File: src/hw/rtl/ipv4_fragment_reassembly_tracker_assert.svh
// Assertion macros shared by the reassembly tracker modules.
`ifndef IPV4_FRAGMENT_REASSEMBLY_TRACKER_ASSERT_SVH
`define IPV4_FRAGMENT_REASSEMBLY_TRACKER_ASSERT_SVH
`ifndef SYNTHESIS
`define IPVFR_ASSERT(lbl, cond, msg) \
	lbl: assert property (@(posedge clk) disable iff (!arst_n) (cond)) else $error(msg);
`define IPVFR_ASSERT_IMP(lbl, ante, cons, msg) \
	lbl: assert property (@(posedge clk) disable iff (!arst_n) (ante) |-> (cons)) \
		else $error(msg);
`else
`define IPVFR_ASSERT(lbl, cond, msg)
`define IPVFR_ASSERT_IMP(lbl, ante, cons, msg)
`endif
`endif

File: src/hw/rtl/ipvfr_pkg.sv
// Types and constants of the IPv4 fragment reassembly tracker.
`timescale 1ns / 1ps
package ipvfr_pkg;
	localparam int MAX_CONTEXTS = 4;
	localparam int MAX_FRAGMENTS = 16;
	localparam int CTX_W = (MAX_CONTEXTS > 1) ? $clog2(MAX_CONTEXTS) : 1;
	localparam int FRAG_W = (MAX_FRAGMENTS > 1) ? $clog2(MAX_FRAGMENTS) : 1;
	localparam int CNT_W = $clog2(MAX_FRAGMENTS + 1);
	localparam int ADDR_W = CTX_W + FRAG_W;
	localparam int MEM_DEPTH = 2 ** ADDR_W;
	localparam int SUM_W = 21;

	localparam logic [15:0] MIN_HEADER_BYTES = 16'd20;
	localparam logic [3:0] IPVERSION = 4'd4;

	// Configuration register indexes.
	localparam logic [7:0] REG_MY_ADDRESS = 8'd0;
	localparam logic [7:0] REG_EXPECTED_PROTOCOL = 8'd1;

	// Result status codes.
	localparam logic [3:0] ST_WHOLE = 4'd0;
	localparam logic [3:0] ST_REASSEMBLED = 4'd1;
	localparam logic [3:0] ST_HELD = 4'd2;
	localparam logic [3:0] ST_DUPLICATE = 4'd3;
	localparam logic [3:0] ST_VERSION_PROTO = 4'd4;
	localparam logic [3:0] ST_SHORT = 4'd5;
	localparam logic [3:0] ST_BAD_HEADER = 4'd6;
	localparam logic [3:0] ST_BAD_LENGTH = 4'd7;
	localparam logic [3:0] ST_NOT_OURS = 4'd8;
	localparam logic [3:0] ST_NO_ROOM = 4'd9;

	// Classified header handed from the front end to the sequencer.
	typedef struct packed {
		logic [3:0] status;
		logic is_frag;
		logic [7:0] tag;
		logic [15:0] len;
		logic [31:0] src;
		logic [31:0] dst;
		logic [23:0] key;
		logic [12:0] off;
		logic mf;
	} item_t;

	// One stored fragment.
	typedef struct packed {
		logic [12:0] start;
		logic [15:0] bytes;
		logic more;
		logic [7:0] handle;
	} frag_t;
endpackage

File: src/hw/rtl/ipv4_fragment_reassembly_tracker.sv
// Top level of the IPv4 fragment reassembly tracker.
//
// Channel   Direction  Content
// s_axis    in         one received header descriptor per transaction
// m_axis    out        result or copy command, tlast on the final one of an input
// cfg       in         register writes (0 my_address, 1 expected_protocol)
//
// A rejected header or a whole packet goes from idle straight to the result
// state in the sequencer. A fragment passes through context match, a search of
// the stored fragments, a shift of the later ones, the insert and a contiguity
// walk, and on completion sends one copy command per stored fragment. The front
// end takes headers into a two-entry queue while the sequencer works. Reset
// clears all contexts at once. A stalled output holds the sequencer; the queue
// keeps taking headers until it is full.
`timescale 1ns / 1ps
module ipv4_fragment_reassembly_tracker (
	input  logic clk,
	input  logic arst_n,
	// ip_version, protocol, header_words, header_sum_ok, total_length,
	// received_length, src_addr, dst_addr, ident, frag_offset, more_fragments,
	// buffer_tag, zero fill
	input  logic [151:0] s_axis_tdata,
	input  logic s_axis_tvalid,
	output logic s_axis_tready,
	// status, out_tag, dest_offset, chunk_length, assembled_length, zero fill
	output logic [63:0] m_axis_tdata,
	output logic m_axis_tlast,
	output logic m_axis_tvalid,
	input  logic m_axis_tready,
	input  logic cfg_valid,
	output logic cfg_ready,
	input  logic [7:0] cfg_index,
	input  logic [31:0] cfg_data
);
	ipvfr_pkg::item_t front_item, q_item;
	logic q_valid, q_ready;

	ipvfr_front u_front (
		.clk(clk), .arst_n(arst_n),
		.cfg_valid(cfg_valid), .cfg_ready(cfg_ready),
		.cfg_index(cfg_index), .cfg_data(cfg_data),
		.hdr(s_axis_tdata[150:0]), .item(front_item)
	);

	ipvfr_queue u_queue (
		.clk(clk), .arst_n(arst_n),
		.push_valid(s_axis_tvalid), .push_ready(s_axis_tready), .push_item(front_item),
		.pop_valid(q_valid), .pop_ready(q_ready), .pop_item(q_item)
	);

	ipvfr_back u_back (
		.clk(clk), .arst_n(arst_n),
		.q_valid(q_valid), .q_ready(q_ready), .q_item(q_item),
		.out_valid(m_axis_tvalid), .out_ready(m_axis_tready),
		.out_data(m_axis_tdata), .out_last(m_axis_tlast)
	);
endmodule

File: src/hw/rtl/ipvfr_front.sv
// Front end: configuration registers and header classification.
`timescale 1ns / 1ps
module ipvfr_front (
	input  logic clk,
	input  logic arst_n,
	input  logic cfg_valid,
	output logic cfg_ready,
	input  logic [7:0] cfg_index,
	input  logic [31:0] cfg_data,
	input  logic [150:0] hdr,
	output ipvfr_pkg::item_t item
);
	logic [31:0] my_address_q;
	logic [7:0] exp_proto_q;
	logic [3:0] ver, hwords;
	logic [7:0] proto, tag;
	logic sum_ok, mf;
	logic [15:0] total, recv, ident, hlen, len_a, len_b;
	logic [31:0] src, dst;
	logic [12:0] off;

	assign cfg_ready = 1'b1;

	// Configuration writes.
	always_ff @(posedge clk or negedge arst_n) begin
		if (!arst_n) begin
			my_address_q <= '0;
			exp_proto_q <= 8'd17;
		end else if (cfg_valid) begin
			if (cfg_index == ipvfr_pkg::REG_MY_ADDRESS) my_address_q <= cfg_data;
			if (cfg_index == ipvfr_pkg::REG_EXPECTED_PROTOCOL) exp_proto_q <= cfg_data[7:0];
		end
	end

	// Unpack the header fields.
	assign ver = hdr[3:0];
	assign proto = hdr[11:4];
	assign hwords = hdr[15:12];
	assign sum_ok = hdr[16];
	assign total = hdr[32:17];
	assign recv = hdr[48:33];
	assign src = hdr[80:49];
	assign dst = hdr[112:81];
	assign ident = hdr[128:113];
	assign off = hdr[141:129];
	assign mf = hdr[142];
	assign tag = hdr[150:143];
	assign hlen = {10'd0, hwords, 2'b00};
	assign len_a = recv - hlen + ipvfr_pkg::MIN_HEADER_BYTES;
	assign len_b = total - hlen;

	// Checks in priority order; a whole packet gets the smaller payload length.
	always_comb begin
		item = '0;
		item.tag = tag;
		item.src = src;
		item.dst = dst;
		item.key = {ident, proto};
		item.off = off;
		item.mf = mf;
		if (ver != ipvfr_pkg::IPVERSION || proto != exp_proto_q) begin
			item.status = ipvfr_pkg::ST_VERSION_PROTO;
		end else if (recv < ipvfr_pkg::MIN_HEADER_BYTES) begin
			item.status = ipvfr_pkg::ST_SHORT;
		end else if (hlen < ipvfr_pkg::MIN_HEADER_BYTES || !sum_ok) begin
			item.status = ipvfr_pkg::ST_BAD_HEADER;
		end else if (recv < total || total < hlen) begin
			item.status = ipvfr_pkg::ST_BAD_LENGTH;
		end else if (my_address_q != '0 && dst != my_address_q) begin
			item.status = ipvfr_pkg::ST_NOT_OURS;
		end else if (!mf && off == '0) begin
			item.status = ipvfr_pkg::ST_WHOLE;
			item.len = (len_a < len_b) ? len_a : len_b;
		end else begin
			item.status = ipvfr_pkg::ST_HELD;
			item.is_frag = 1'b1;
			item.len = len_b;
		end
	end
endmodule

File: src/hw/rtl/ipvfr_queue.sv
// Two-entry queue between the classifier and the sequencer.
`timescale 1ns / 1ps
`include "ipv4_fragment_reassembly_tracker_assert.svh"
module ipvfr_queue (
	input  logic clk,
	input  logic arst_n,
	input  logic push_valid,
	output logic push_ready,
	input  ipvfr_pkg::item_t push_item,
	output logic pop_valid,
	input  logic pop_ready,
	output ipvfr_pkg::item_t pop_item
);
	ipvfr_pkg::item_t entry_q [2];
	logic wr_ptr_q, rd_ptr_q;
	logic [1:0] count_q;
	logic push, pop;

	assign push_ready = (count_q != 2'd2);
	assign pop_valid = (count_q != 2'd0);
	assign pop_item = entry_q[rd_ptr_q];
	assign push = push_valid && push_ready;
	assign pop = pop_valid && pop_ready;

	// Storage.
	always_ff @(posedge clk) begin
		if (push) entry_q[wr_ptr_q] <= push_item;
	end

	// Pointers and fill level.
	always_ff @(posedge clk or negedge arst_n) begin
		if (!arst_n) begin
			wr_ptr_q <= 1'b0;
			rd_ptr_q <= 1'b0;
			count_q <= '0;
		end else begin
			if (push) wr_ptr_q <= ~wr_ptr_q;
			if (pop) rd_ptr_q <= ~rd_ptr_q;
			count_q <= count_q + {1'b0, push} - {1'b0, pop};
		end
	end

	`IPVFR_ASSERT(a_queue_level, count_q != 2'd3, "queue level beyond depth")
endmodule

File: src/hw/rtl/ipvfr_back.sv
// Sequencer: context lookup, sorted insert, contiguity walk and copy commands.
`timescale 1ns / 1ps
`include "ipv4_fragment_reassembly_tracker_assert.svh"
module ipvfr_back (
	input  logic clk,
	input  logic arst_n,
	input  logic q_valid,
	output logic q_ready,
	input  ipvfr_pkg::item_t q_item,
	output logic out_valid,
	input  logic out_ready,
	output logic [63:0] out_data,
	output logic out_last
);
	typedef enum logic [10:0] {
		S_IDLE      = 11'b00000000001,
		S_MATCH     = 11'b00000000010,
		S_SCAN      = 11'b00000000100,
		S_PLACE     = 11'b00000001000,
		S_SHIFT_RD  = 11'b00000010000,
		S_SHIFT_WR  = 11'b00000100000,
		S_INSERT    = 11'b00001000000,
		S_WALK0     = 11'b00010000000,
		S_WALK      = 11'b00100000000,
		S_EMIT_FRAG = 11'b01000000000,
		S_EMIT_ONE  = 11'b10000000000
	} state_t;

	localparam int CW = ipvfr_pkg::CTX_W;
	localparam int FW = ipvfr_pkg::FRAG_W;
	localparam int NW = ipvfr_pkg::CNT_W;

	state_t state_q;
	ipvfr_pkg::item_t item_q;
	logic [3:0] st_q;
	logic [CW-1:0] c_q;
	logic [NW-1:0] fcnt_q, pos_q, sh_q;
	logic [FW-1:0] i_q;
	logic [ipvfr_pkg::SUM_W-1:0] n_q, n_next;
	logic [16:0] run_q;

	logic ctx_valid_q [ipvfr_pkg::MAX_CONTEXTS];
	logic [31:0] ctx_src_q [ipvfr_pkg::MAX_CONTEXTS];
	logic [31:0] ctx_dst_q [ipvfr_pkg::MAX_CONTEXTS];
	logic [23:0] ctx_key_q [ipvfr_pkg::MAX_CONTEXTS];
	logic [NW-1:0] ctx_cnt_q [ipvfr_pkg::MAX_CONTEXTS];

	ipvfr_pkg::frag_t mem [ipvfr_pkg::MEM_DEPTH];
	ipvfr_pkg::frag_t rdata_q, wdata;
	logic [ipvfr_pkg::ADDR_W-1:0] raddr, waddr;
	logic we;

	logic hit, free;
	logic [CW-1:0] hit_idx, free_idx, c_sel;
	logic is_last, out_free;
	logic out_valid_q, out_last_q;
	logic [63:0] out_data_q;

	// Context lookup over the few context registers; the lowest index wins.
	always_comb begin
		hit = 1'b0;
		free = 1'b0;
		hit_idx = '0;
		free_idx = '0;
		for (int k = ipvfr_pkg::MAX_CONTEXTS - 1; k >= 0; k--) begin
			if (ctx_valid_q[k] && ctx_src_q[k] == item_q.src && ctx_dst_q[k] == item_q.dst
					&& ctx_key_q[k] == item_q.key) begin
				hit = 1'b1;
				hit_idx = CW'(k);
			end
			if (!ctx_valid_q[k]) begin
				free = 1'b1;
				free_idx = CW'(k);
			end
		end
		c_sel = hit ? hit_idx : free_idx;
	end

	assign q_ready = (state_q == S_IDLE);
	assign out_free = !out_valid_q || out_ready;
	assign is_last = ({1'b0, i_q} + NW'(1)) == fcnt_q;
	assign n_next = n_q + ipvfr_pkg::SUM_W'(rdata_q.bytes);

	// Fragment memory address and write port.
	always_comb begin
		raddr = {c_q, i_q};
		we = 1'b0;
		waddr = {c_q, sh_q[FW-1:0]};
		wdata = rdata_q;
		unique case (state_q)
			S_MATCH: raddr = {c_sel, FW'(0)};
			S_SCAN: raddr = {c_q, i_q + FW'(1)};
			// The walk wraps back to the first entry for the copy commands.
			S_WALK: raddr = is_last ? {c_q, FW'(0)} : {c_q, i_q + FW'(1)};
			S_SHIFT_RD: raddr = {c_q, FW'(sh_q - NW'(1))};
			S_SHIFT_WR: we = 1'b1;
			S_INSERT: begin
				we = 1'b1;
				waddr = {c_q, pos_q[FW-1:0]};
				wdata.start = item_q.off;
				wdata.bytes = item_q.len;
				wdata.more = item_q.mf;
				wdata.handle = item_q.tag;
			end
			S_WALK0: raddr = {c_q, FW'(0)};
			S_EMIT_FRAG: raddr = out_free ? {c_q, i_q + FW'(1)} : {c_q, i_q};
			default: raddr = {c_q, i_q};
		endcase
	end

	// Fragment memory.
	always_ff @(posedge clk) begin
		if (we) mem[waddr] <= wdata;
		rdata_q <= mem[raddr];
	end

	// Item register.
	always_ff @(posedge clk) begin
		if (q_valid && state_q == S_IDLE) item_q <= q_item;
	end

	// Sequencer.
	always_ff @(posedge clk or negedge arst_n) begin
		if (!arst_n) begin
			state_q <= S_IDLE;
			st_q <= ipvfr_pkg::ST_WHOLE;
			c_q <= '0;
			fcnt_q <= '0;
			pos_q <= '0;
			sh_q <= '0;
			i_q <= '0;
			n_q <= '0;
			run_q <= '0;
			for (int k = 0; k < ipvfr_pkg::MAX_CONTEXTS; k++) begin
				ctx_valid_q[k] <= 1'b0;
				ctx_cnt_q[k] <= '0;
			end
		end else begin
			unique case (state_q)
				S_IDLE: begin
					if (q_valid) begin
						st_q <= q_item.status;
						state_q <= q_item.is_frag ? S_MATCH : S_EMIT_ONE;
					end
				end
				S_MATCH: begin
					i_q <= '0;
					pos_q <= '0;
					c_q <= c_sel;
					if (!hit && !free) begin
						st_q <= ipvfr_pkg::ST_NO_ROOM;
						state_q <= S_EMIT_ONE;
					end else if (hit) begin
						fcnt_q <= ctx_cnt_q[hit_idx];
						state_q <= (ctx_cnt_q[hit_idx] == '0) ? S_PLACE : S_SCAN;
					end else begin
						ctx_valid_q[free_idx] <= 1'b1;
						ctx_src_q[free_idx] <= item_q.src;
						ctx_dst_q[free_idx] <= item_q.dst;
						ctx_key_q[free_idx] <= item_q.key;
						ctx_cnt_q[free_idx] <= '0;
						fcnt_q <= '0;
						state_q <= S_PLACE;
					end
				end
				S_SCAN: begin
					if (rdata_q.start == item_q.off) begin
						st_q <= ipvfr_pkg::ST_DUPLICATE;
						state_q <= S_EMIT_ONE;
					end else if (item_q.off < rdata_q.start) begin
						pos_q <= {1'b0, i_q};
						state_q <= S_PLACE;
					end else if (is_last) begin
						pos_q <= fcnt_q;
						state_q <= S_PLACE;
					end else begin
						i_q <= i_q + FW'(1);
					end
				end
				S_PLACE: begin
					sh_q <= fcnt_q;
					if (fcnt_q >= NW'(ipvfr_pkg::MAX_FRAGMENTS)) begin
						ctx_valid_q[c_q] <= 1'b0;
						ctx_cnt_q[c_q] <= '0;
						st_q <= ipvfr_pkg::ST_NO_ROOM;
						state_q <= S_EMIT_ONE;
					end else begin
						state_q <= (fcnt_q > pos_q) ? S_SHIFT_RD : S_INSERT;
					end
				end
				S_SHIFT_RD: state_q <= S_SHIFT_WR;
				S_SHIFT_WR: begin
					sh_q <= sh_q - NW'(1);
					state_q <= ((sh_q - NW'(1)) == pos_q) ? S_INSERT : S_SHIFT_RD;
				end
				S_INSERT: begin
					fcnt_q <= fcnt_q + NW'(1);
					ctx_cnt_q[c_q] <= fcnt_q + NW'(1);
					state_q <= S_WALK0;
				end
				S_WALK0: begin
					i_q <= '0;
					n_q <= '0;
					state_q <= S_WALK;
				end
				S_WALK: begin
					if ({5'd0, rdata_q.start, 3'b000} != n_q) begin
						st_q <= ipvfr_pkg::ST_HELD;
						state_q <= S_EMIT_ONE;
					end else if (is_last) begin
						if (rdata_q.more) begin
							st_q <= ipvfr_pkg::ST_HELD;
							state_q <= S_EMIT_ONE;
						end else begin
							n_q <= n_next;
							run_q <= '0;
							i_q <= '0;
							state_q <= S_EMIT_FRAG;
						end
					end else begin
						n_q <= n_next;
						i_q <= i_q + FW'(1);
					end
				end
				S_EMIT_FRAG: begin
					if (out_free) begin
						run_q <= run_q + {1'b0, rdata_q.bytes};
						i_q <= i_q + FW'(1);
						if (is_last) begin
							for (int k = 0; k < ipvfr_pkg::MAX_CONTEXTS; k++) begin
								ctx_valid_q[k] <= 1'b0;
								ctx_cnt_q[k] <= '0;
							end
							state_q <= S_IDLE;
						end
					end
				end
				S_EMIT_ONE: begin
					if (out_free) state_q <= S_IDLE;
				end
				default: state_q <= S_IDLE;
			endcase
		end
	end

	// Output register.
	always_ff @(posedge clk or negedge arst_n) begin
		if (!arst_n) begin
			out_valid_q <= 1'b0;
		end else if (out_free) begin
			out_valid_q <= (state_q == S_EMIT_FRAG) || (state_q == S_EMIT_ONE);
		end
	end

	always_ff @(posedge clk) begin
		if (out_free && state_q == S_EMIT_FRAG) begin
			out_data_q <= {2'b00, n_q[16:0], rdata_q.bytes, run_q, rdata_q.handle,
				ipvfr_pkg::ST_REASSEMBLED};
			out_last_q <= is_last;
		end else if (out_free && state_q == S_EMIT_ONE) begin
			if (st_q == ipvfr_pkg::ST_WHOLE) begin
				out_data_q <= {2'b00, 1'b0, item_q.len, item_q.len, 17'd0, item_q.tag, st_q};
			end else begin
				out_data_q <= {2'b00, 17'd0, 16'd0, 17'd0, item_q.tag, st_q};
			end
			out_last_q <= 1'b1;
		end
	end

	assign out_valid = out_valid_q;
	assign out_data = out_data_q;
	assign out_last = out_last_q;

	`IPVFR_ASSERT(a_state_onehot, $onehot(state_q), "sequencer state not one-hot")
	`IPVFR_ASSERT_IMP(a_walk_ctx_valid, state_q == S_WALK || state_q == S_EMIT_FRAG,
		ctx_valid_q[c_q], "walk on a context that is not valid")
	`IPVFR_ASSERT_IMP(a_insert_room, state_q == S_INSERT,
		fcnt_q < NW'(ipvfr_pkg::MAX_FRAGMENTS), "insert into a full context")
endmodule

File: config.mk
export PLATFORM = sky130hd
export DESIGN_NAME = ipv4_fragment_reassembly_tracker
export DESIGN_NICKNAME = d
export VERILOG_FILES = /design/src/hw/rtl/ipvfr_pkg.sv /design/src/hw/rtl/ipv4_fragment_reassembly_tracker.sv /design/src/hw/rtl/ipvfr_front.sv /design/src/hw/rtl/ipvfr_queue.sv /design/src/hw/rtl/ipvfr_back.sv
export VERILOG_INCLUDE_DIRS = /design/src /design/src/hw/rtl
export SDC_FILE = /design/constraint.sdc
export NUM_CORES = 2
export LEC_CHECK = 0
export ABC_AREA = 0
export BUFFER_PORTS_ARGS = -buffer_cell sky130_fd_sc_hd__buf_2
export CORE_MARGIN = 2
export CORE_UTILIZATION = 46
export DETAILED_ROUTE_END_ITERATION = 10
export GPL_TIMING_DRIVEN = 0
export SLEW_MARGIN = 40
export SYNTH_ARGS = -nofsm -noshare
export SYNTH_HDL_FRONTEND = slang
export SYNTH_HIERARCHICAL = 1
export SYNTH_SLANG_ARGS = --single-unit
File: constraint.sdc
create_clock -name clk -period 10.8 [get_ports clk]
set_input_delay 2.16 -clock clk [delete_from_list [all_inputs] [get_ports clk]]
set_output_delay 2.16 -clock clk [all_outputs]
set_load 0.01 [all_outputs]
-- Word-level counts from Yosys, hierarchy flattened
Memory sizes are Yosys's and may differ from the RTL's. A register that Yosys moved wholly into a read port is not among the register bits.
Cells that the tools add are included.
- add/sub/neg operators: 11
- order comparisons: 13
- eq/ne operators: 52
- muxes and demuxes: 130
- bitwise logic cells: 12
- reduce and logical (&&, ||, !) cells: 61
- operators by type and width (cell ; count):
    == test 32 bit ; 8
    2-to-1 mux 11 bit ; 14
    2-to-1 mux 62 bit ; 2
    case mux 11 bit (11 select lines) ; 1
    2-to-1 mux 16 bit ; 7
    2-to-1 mux 4 bit ; 28
    2-to-1 mux 20 bit ; 5
    == test 24 bit ; 4
    case mux 20 bit (4 select lines) ; 1
    2-to-1 mux 17 bit ; 4
    2-to-1 mux 21 bit ; 3
    2-to-1 mux 61 bit ; 1
    2-to-1 mux 5 bit ; 9
    case mux 21 bit (2 select lines) ; 1
    bitwise AND 20 bit ; 2
    NOT 20 bit ; 2
    2-to-1 mux 38 bit ; 1
    case mux 6 bit (6 select lines) ; 1
    case mux 17 bit (2 select lines) ; 1
    less-than comparator 16 bit ; 2
    inequality test 32 bit ; 1
    nonzero test 32 bit ; 1
    subtractor 16 x 6 -> 16 bit ; 2
    case mux 5 bit (2 select lines) ; 3
    other kinds (71) ; 175
- flip-flop bits (word level): 332
- RAM bits: 3046
- output and inout bits: 68
- logic and storage cells: 317
- memories: 5
- memories (memory ; depth ; bits a word ; rd ports ; clocked after memory_dff ; write ports ; RTL line ; text):
    u_back.mem ; 64 ; 38 ; 1 ; 1 ; 1 ; ipvfr_back.sv:48 ; ipvfr_pkg::frag_t mem [ipvfr_pkg::MEM_DEPTH];
    u_queue.entry_q ; 2 ; 131 ; 1 ; 0 ; 1 ; ipvfr_queue.sv:14 ; ipvfr_pkg::item_t entry_q [2];
    u_back.ctx_dst_q ; 4 ; 32 ; 4 ; 0 ; 1 ; ipvfr_back.sv:44 ; logic [31:0] ctx_dst_q [ipvfr_pkg::MAX_CONTEXTS];
    u_back.ctx_src_q ; 4 ; 32 ; 4 ; 0 ; 1 ; ipvfr_back.sv:43 ; logic [31:0] ctx_src_q [ipvfr_pkg::MAX_CONTEXTS];
    u_back.ctx_key_q ; 4 ; 24 ; 4 ; 0 ; 1 ; ipvfr_back.sv:45 ; logic [23:0] ctx_key_q [ipvfr_pkg::MAX_CONTEXTS];

-- Depth between registers and ports, before layout
An unclocked memory read counts as a cell.
- word-level depth: 18
- depth in mapped cells: 18
- mapped depth without buffers: 17

-- Cells and area by module
Netlist, hierarchy kept.
- by module, submodules not included (module ; instances ; cells an instance ; area each (µm²) ; seq. area each (µm²)):
    ipvfr_back ; 1 ; 9091 ; 126368.7 ; 92474.9
    ipvfr_queue ; 1 ; 425 ; 9980.8 ; 7967.6
    ipvfr_front ; 1 ; 569 ; 5013.6 ; 1003.5

-- Least setup slack after synthesis
OpenSTA, ideal clock, no wires.
- path type: input port to flip-flop
- from: input arst_n
- to: memory u_back.ctx_dst_q[1][0] (enable)
- arrival time: 8.458 ns
- data required time: 10.157 ns
- slack: 1.700 ns
- cell stages on the path: 3
- buffers on the path: 0
- path through: inv_1 or2_2 nor3_1
- word-level cells in the longest chain between the ends: 2
- ends and longest elaborated chain (element ; RTL line ; text):
    from (decl) ; ipv4_fragment_reassembly_tracker.sv:18 ; input logic arst_n,
    logical AND 1 bit (implied by the code) ; ipvfr_back.sv:159 ; ctx_dst_q[free_idx] <= item_q.dst;
    2-to-1 mux 1 bit (implied by the code) ; ipvfr_back.sv:159 ;
    to (decl) ; ipvfr_back.sv:44 ;
Every way passes these cells.

-- Final worst setup path
- from: input m_axis_tready
- to: register, netlist name u_back/rdata_q[36]
- word-level cells in the longest chain between the ends: 3
- ends and longest elaborated chain (element ; RTL line ; text):
    from (decl) ; ipv4_fragment_reassembly_tracker.sv:29 ; input logic m_axis_tready,
    logical OR 1 bit ; ipvfr_back.sv:80 ; assign out_free = !out_valid_q || out_ready;
    2-to-1 mux 4 bit ; ipvfr_back.sv:106 ; S_EMIT_FRAG: raddr = out_free ? {c_q, i_q + FW'(1)} : {c_q, i_q};
    case mux 6 bit (6 select lines) ; ipvfr_back.sv:90 ; unique case (state_q)
Every way passes these cells.
A chain may end at the register's enable or synchronous reset.

==> summary by stage <==
Global routing
Global routing used 35.2% of the available tracks across all layers. The number of global-route vias before repair is 90400. met2 is the most crowded layer. The met2 global-route usage is 52.0%. The first global-routing pass estimated 748000 um of wire. The number of antenna violations at the first check in global routing is 66. The remaining global-route overflow is 0. In the global route stage, met3 resource usage came out at 9.44%. In the global route stage, met1 resource usage came out at 44.9%.

Entering global routing, the biggest net connects 65 pins.

Worst hold path
The worst hold path belongs to the class flip-flop to flip-flop. The number of instances on the worst hold path is 1. In this run the most critical hold path is launched from u_back/n_q[19].

Place
Prior to clock tree synthesis, the placed netlist has a worst setup slack of 2.93 ns. The half-perimeter wire length after placement is 419000 um. Routability-driven placement finished with a final weighted congestion of 1.03. The count of buffers added on input and output ports is 204.

Timing
For the pin with the worst max-slew slack, the measured transition is 1.04 ns. Clock skew on the completed layout was measured at 0.126 ns. The final critical path takes up 68.0% of the cycle. Across all setup checks in the final design, the least slack found is 3.46 ns. Setup repair after global routing left no endpoint under its margin. The minimum clock period after layout is 7.34 ns. The post-route setup TNS is 0 ns. The final-report max-slew violation count was 0.

The final number of hold-violating endpoints is 0. Setup violations remaining at the end of the flow were counted as 0. Across all hold checks on the routed design, the worst slack comes to 0.492 ns.

The maximum clock rate is 136 MHz. Measured against its own limit, the worst slew margin works out to 30.6%.

Cells and area
The relative area change from synthesis to final layout is 18.5%. The total of fill cells in the finished design is 24900. The library cells used most frequently in the layout, excluding fill and tap cells, are sky130_fd_sc_hd__edfxtp_1, sky130_fd_sc_hd__nand2_1, sky130_fd_sc_hd__nand3_1. In the final layout, the multi-input gates occupy 37200 um2.

The sequential standard cell area is 101000 um2. The most common cell after layout, fill and taps aside is sky130_fd_sc_hd__edfxtp_1. The final layout net count is 11300. The post-route netlist has 17.3% of its cells at a drive strength greater than 1.

Clock tree
The hold-fix buffer count after cts is 0. The number of gates resized after cts is 0. The H-tree was split into 5 levels. Once the clock tree was built, the setup fixing pass inserted 0 buffers. Buffers inserted during clock tree synthesis total 364. Clock-pin slew was measured on the worst setup and hold paths at 0.06 ns. The maximum buffer depth of the clock tree is 4.

The clock latency on the worst-skew pair is 1.01 ns. The tree is rooted in a sky130_fd_sc_hd__clkbuf_16. TritonCTS built the clock tree.

The clock sink count is 3416.

Floorplanning
The initial utilization of the core area, before any placement, comes to 46.2%. The area of the core region is 306000 um2. The die is 558 um tall. The die is 558 um wide.

In this run the count of I/O pins placed on the die edge is 265. The site row count is 203. The floorplan step defined a die boundary enclosing 312000 um2.

Job
Max-cap violations in this run came to 0.

Worst setup path
The critical path data required time is 11.60 ns. The critical path launch point is m_axis_tready. Measured in cells, the most critical reg-to-reg path has a length of 12. The worst register-to-register path ends at u_back/rdata_q[36]. STA classifies the critical path endpoint as a flip-flop. The critical path is of the input port to flip-flop type. The arrival time of data at the critical path endpoint is 8.15 ns. The nature of the critical path startpoint is an input port. Setup slack on the worst reg-to-reg path comes out at 3.52 ns.

The largest driver fanout on the critical path is 10. The worst setup path endpoint is u_back/rdata_q[36]. The startpoint identified for the worst register-to-register timing path is u_back/item_q[90].

Detailed routing
After detailed routing, the number of vias per cell comes to 6.28. The wire length per cell after detailed routing is 36.1 um. The final layout contains routed wiring with a total length of 558000 um. The detail route stage leaves a number of antenna-violating nets equal to 0.

The first detailed-routing pass took 8 iterations. The first routing iteration left 15000 violations. The number of remaining DRC errors is 0. The routed via count is 97100.

Synth
The average instance in the mapped netlist occupies 14.0 um2. By area the synthesized netlist is led by sky130_fd_sc_hd__edfxtp_1, sky130_fd_sc_hd__nand2_1, sky130_fd_sc_hd__dfrtp_1. The summed instance area of the synthesized netlist is 141000 um2. In the synthesized netlist, the number of instances is 10100. The count of synthesis-stage warnings from yosys is 6. The synthesized design devotes to its leading area cell type 68.6% of total area.

The most used flip-flop cell after synthesis is sky130_fd_sc_hd__edfxtp_1. The biggest area contributor in the post-synthesis netlist is sky130_fd_sc_hd__edfxtp_1. Synthesis instantiated 107 different standard cells from the library. The count of flip-flops with a built-in enable after synthesis is 3231. In the synthesized netlist the async set-or-reset flop fraction comes to 4.19%. The number of synthesized register bits is 3416. The sequential fraction of the synthesis area is 71.8%.

Power
The power density normalized to cell area is 281 nW/um2. Summed over all cells, the static leakage comes to 59.2 nW. IR analysis of the VDD net gives a maximum drop of 188 uV.

Status
The flow ran to the end, and the final reports show no timing, DRC or antenna violations.
## cell usage after synthesis (29+ instances only)
cell / instances
sky130_fd_sc_hd__ha_1: 112
sky130_fd_sc_hd__nor3_1: 56
sky130_fd_sc_hd__o221ai_1: 29
sky130_fd_sc_hd__xnor2_1: 241
sky130_fd_sc_hd__dfrtp_1: 140
sky130_fd_sc_hd__buf_2: 262
sky130_fd_sc_hd__mux2_2: 95
sky130_fd_sc_hd__mux2i_1: 276
sky130_fd_sc_hd__xor2_1: 87
sky130_fd_sc_hd__a31oi_1: 136
sky130_fd_sc_hd__o22ai_1: 36
sky130_fd_sc_hd__buf_1: 38
sky130_fd_sc_hd__mux2_4: 80
sky130_fd_sc_hd__a21oi_1: 235
sky130_fd_sc_hd__dfxtp_1: 42
sky130_fd_sc_hd__nor2_1: 204
sky130_fd_sc_hd__nor2b_1: 47
sky130_fd_sc_hd__nand4_1: 241
sky130_fd_sc_hd__a311oi_1: 56
sky130_fd_sc_hd__nand2_1: 1979
sky130_fd_sc_hd__a22o_1: 71
sky130_fd_sc_hd__a32oi_1: 136
sky130_fd_sc_hd__and2_1: 32
sky130_fd_sc_hd__buf_4: 159
sky130_fd_sc_hd__inv_1: 110
sky130_fd_sc_hd__nor4_1: 88
sky130_fd_sc_hd__clkbuf_1: 176
sky130_fd_sc_hd__edfxtp_1: 3231
sky130_fd_sc_hd__o21ai_0: 116
sky130_fd_sc_hd__a211oi_1: 62
sky130_fd_sc_hd__a32o_1: 48
sky130_fd_sc_hd__nand2b_1: 253
sky130_fd_sc_hd__and3_1: 160
sky130_fd_sc_hd__a22oi_1: 64
sky130_fd_sc_hd__nand3_1: 581
## layout make-up
type	count	share of cell area, %
Tap cell	4100	3.06
Sequential cell	3416	60.6
Buffer	650	2.12
Multi-Input combinational cell	5909	22.2
Clock buffer	464	5.77
Clock inverter	206	1.26
Inverter	111	0.249
Antenna cell	36	0.0538
Timing Repair Buffer	574	4.74
## worst min-delay path by stage
| stage | slack (ns) | endpoint |
|---|---|---|
| CTS | 0.49 | u_back/ctx_cnt_q[5] |
| finish | 0.49 | u_back/n_q[19] |
| floorplan | 0.45 | u_back/n_q[18] |
| detailed placement | 0.47 | u_back/ctx_cnt_q[3] |
| global placement | 0.47 | u_back/n_q[18] |
| global route | 0.51 | u_back/n_q[20] |
## registers in the layout, indices dropped and copies added (netlist names), 20 cells and up
name                  cells
u_back/mem             2432
u_queue/entry_q         262
u_back/ctx_dst_q        128
u_back/ctx_src_q        128
u_back/item_q           126
u_back/ctx_key_q         96
u_back/out_data          62
u_back/rdata_q           38
u_front/my_address_q     32
u_back/n_q               21
u_back/ctx_cnt_q         20
## critical path, stage by stage
cell	delay, ns
sky130_fd_sc_hd__buf_2	0.11
sky130_fd_sc_hd__nand2b_1	0.30
sky130_fd_sc_hd__nor2_1	0.11
sky130_fd_sc_hd__nand4b_1	0.74
sky130_fd_sc_hd__nand2_2	0.35
sky130_fd_sc_hd__buf_4	0.26
sky130_fd_sc_hd__buf_2	0.60
sky130_fd_sc_hd__buf_2	0.76
sky130_fd_sc_hd__clkbuf_2	0.64
sky130_fd_sc_hd__nand3_1	0.15
sky130_fd_sc_hd__a31oi_1	0.75
sky130_fd_sc_hd__o21ai_0	0.20
sky130_fd_sc_hd__o22ai_1	0.60
sky130_fd_sc_hd__nor3_1	0.32
## through the flow
stage / area, um2 / instances / power (mW) / utilization, %
finish: 168000 / 15500 / 47.0 / 54.8
global route: 167000 / 15400 / 47.8 / 54.8
CTS: 167000 / 15400 / 46.5 / 54.7
detailed placement: 156000 / 14800 / 34.1 / 50.9
global placement: 148000 / 14400 / 33.5 / 48.2
floorplan: 141000 / 10100 / 25.2 / -
## power breakdown
part,internal (mW),switching (mW)
combinational,4.23,12.0
clock,7.13,5.34
sequential,17.0,1.31
total,28.3,18.7
## layer usage
layer,up-vias,share of wire [%]
met2,6573,43
met5,-,0.070
met3,1408,12
li1,39900,-
met1,49200,36
met4,32,8.5
## kinds of logic after synthesis
kind of cell	Yosys count	share of synthesized area [%]
AO/OA/AOI/OAI	1268	6.56
XOR/XNOR	329	2.05
adder cells (fa/ha/maj)	115	1.03
buffers and inverters	761	2.76
flip-flops	3416	71.8
multiplexers	452	3.58
other	2	0.00531
AND/OR/NAND/NOR	3742	12.3
Note: power is estimated with default switching activity, not from simulation.
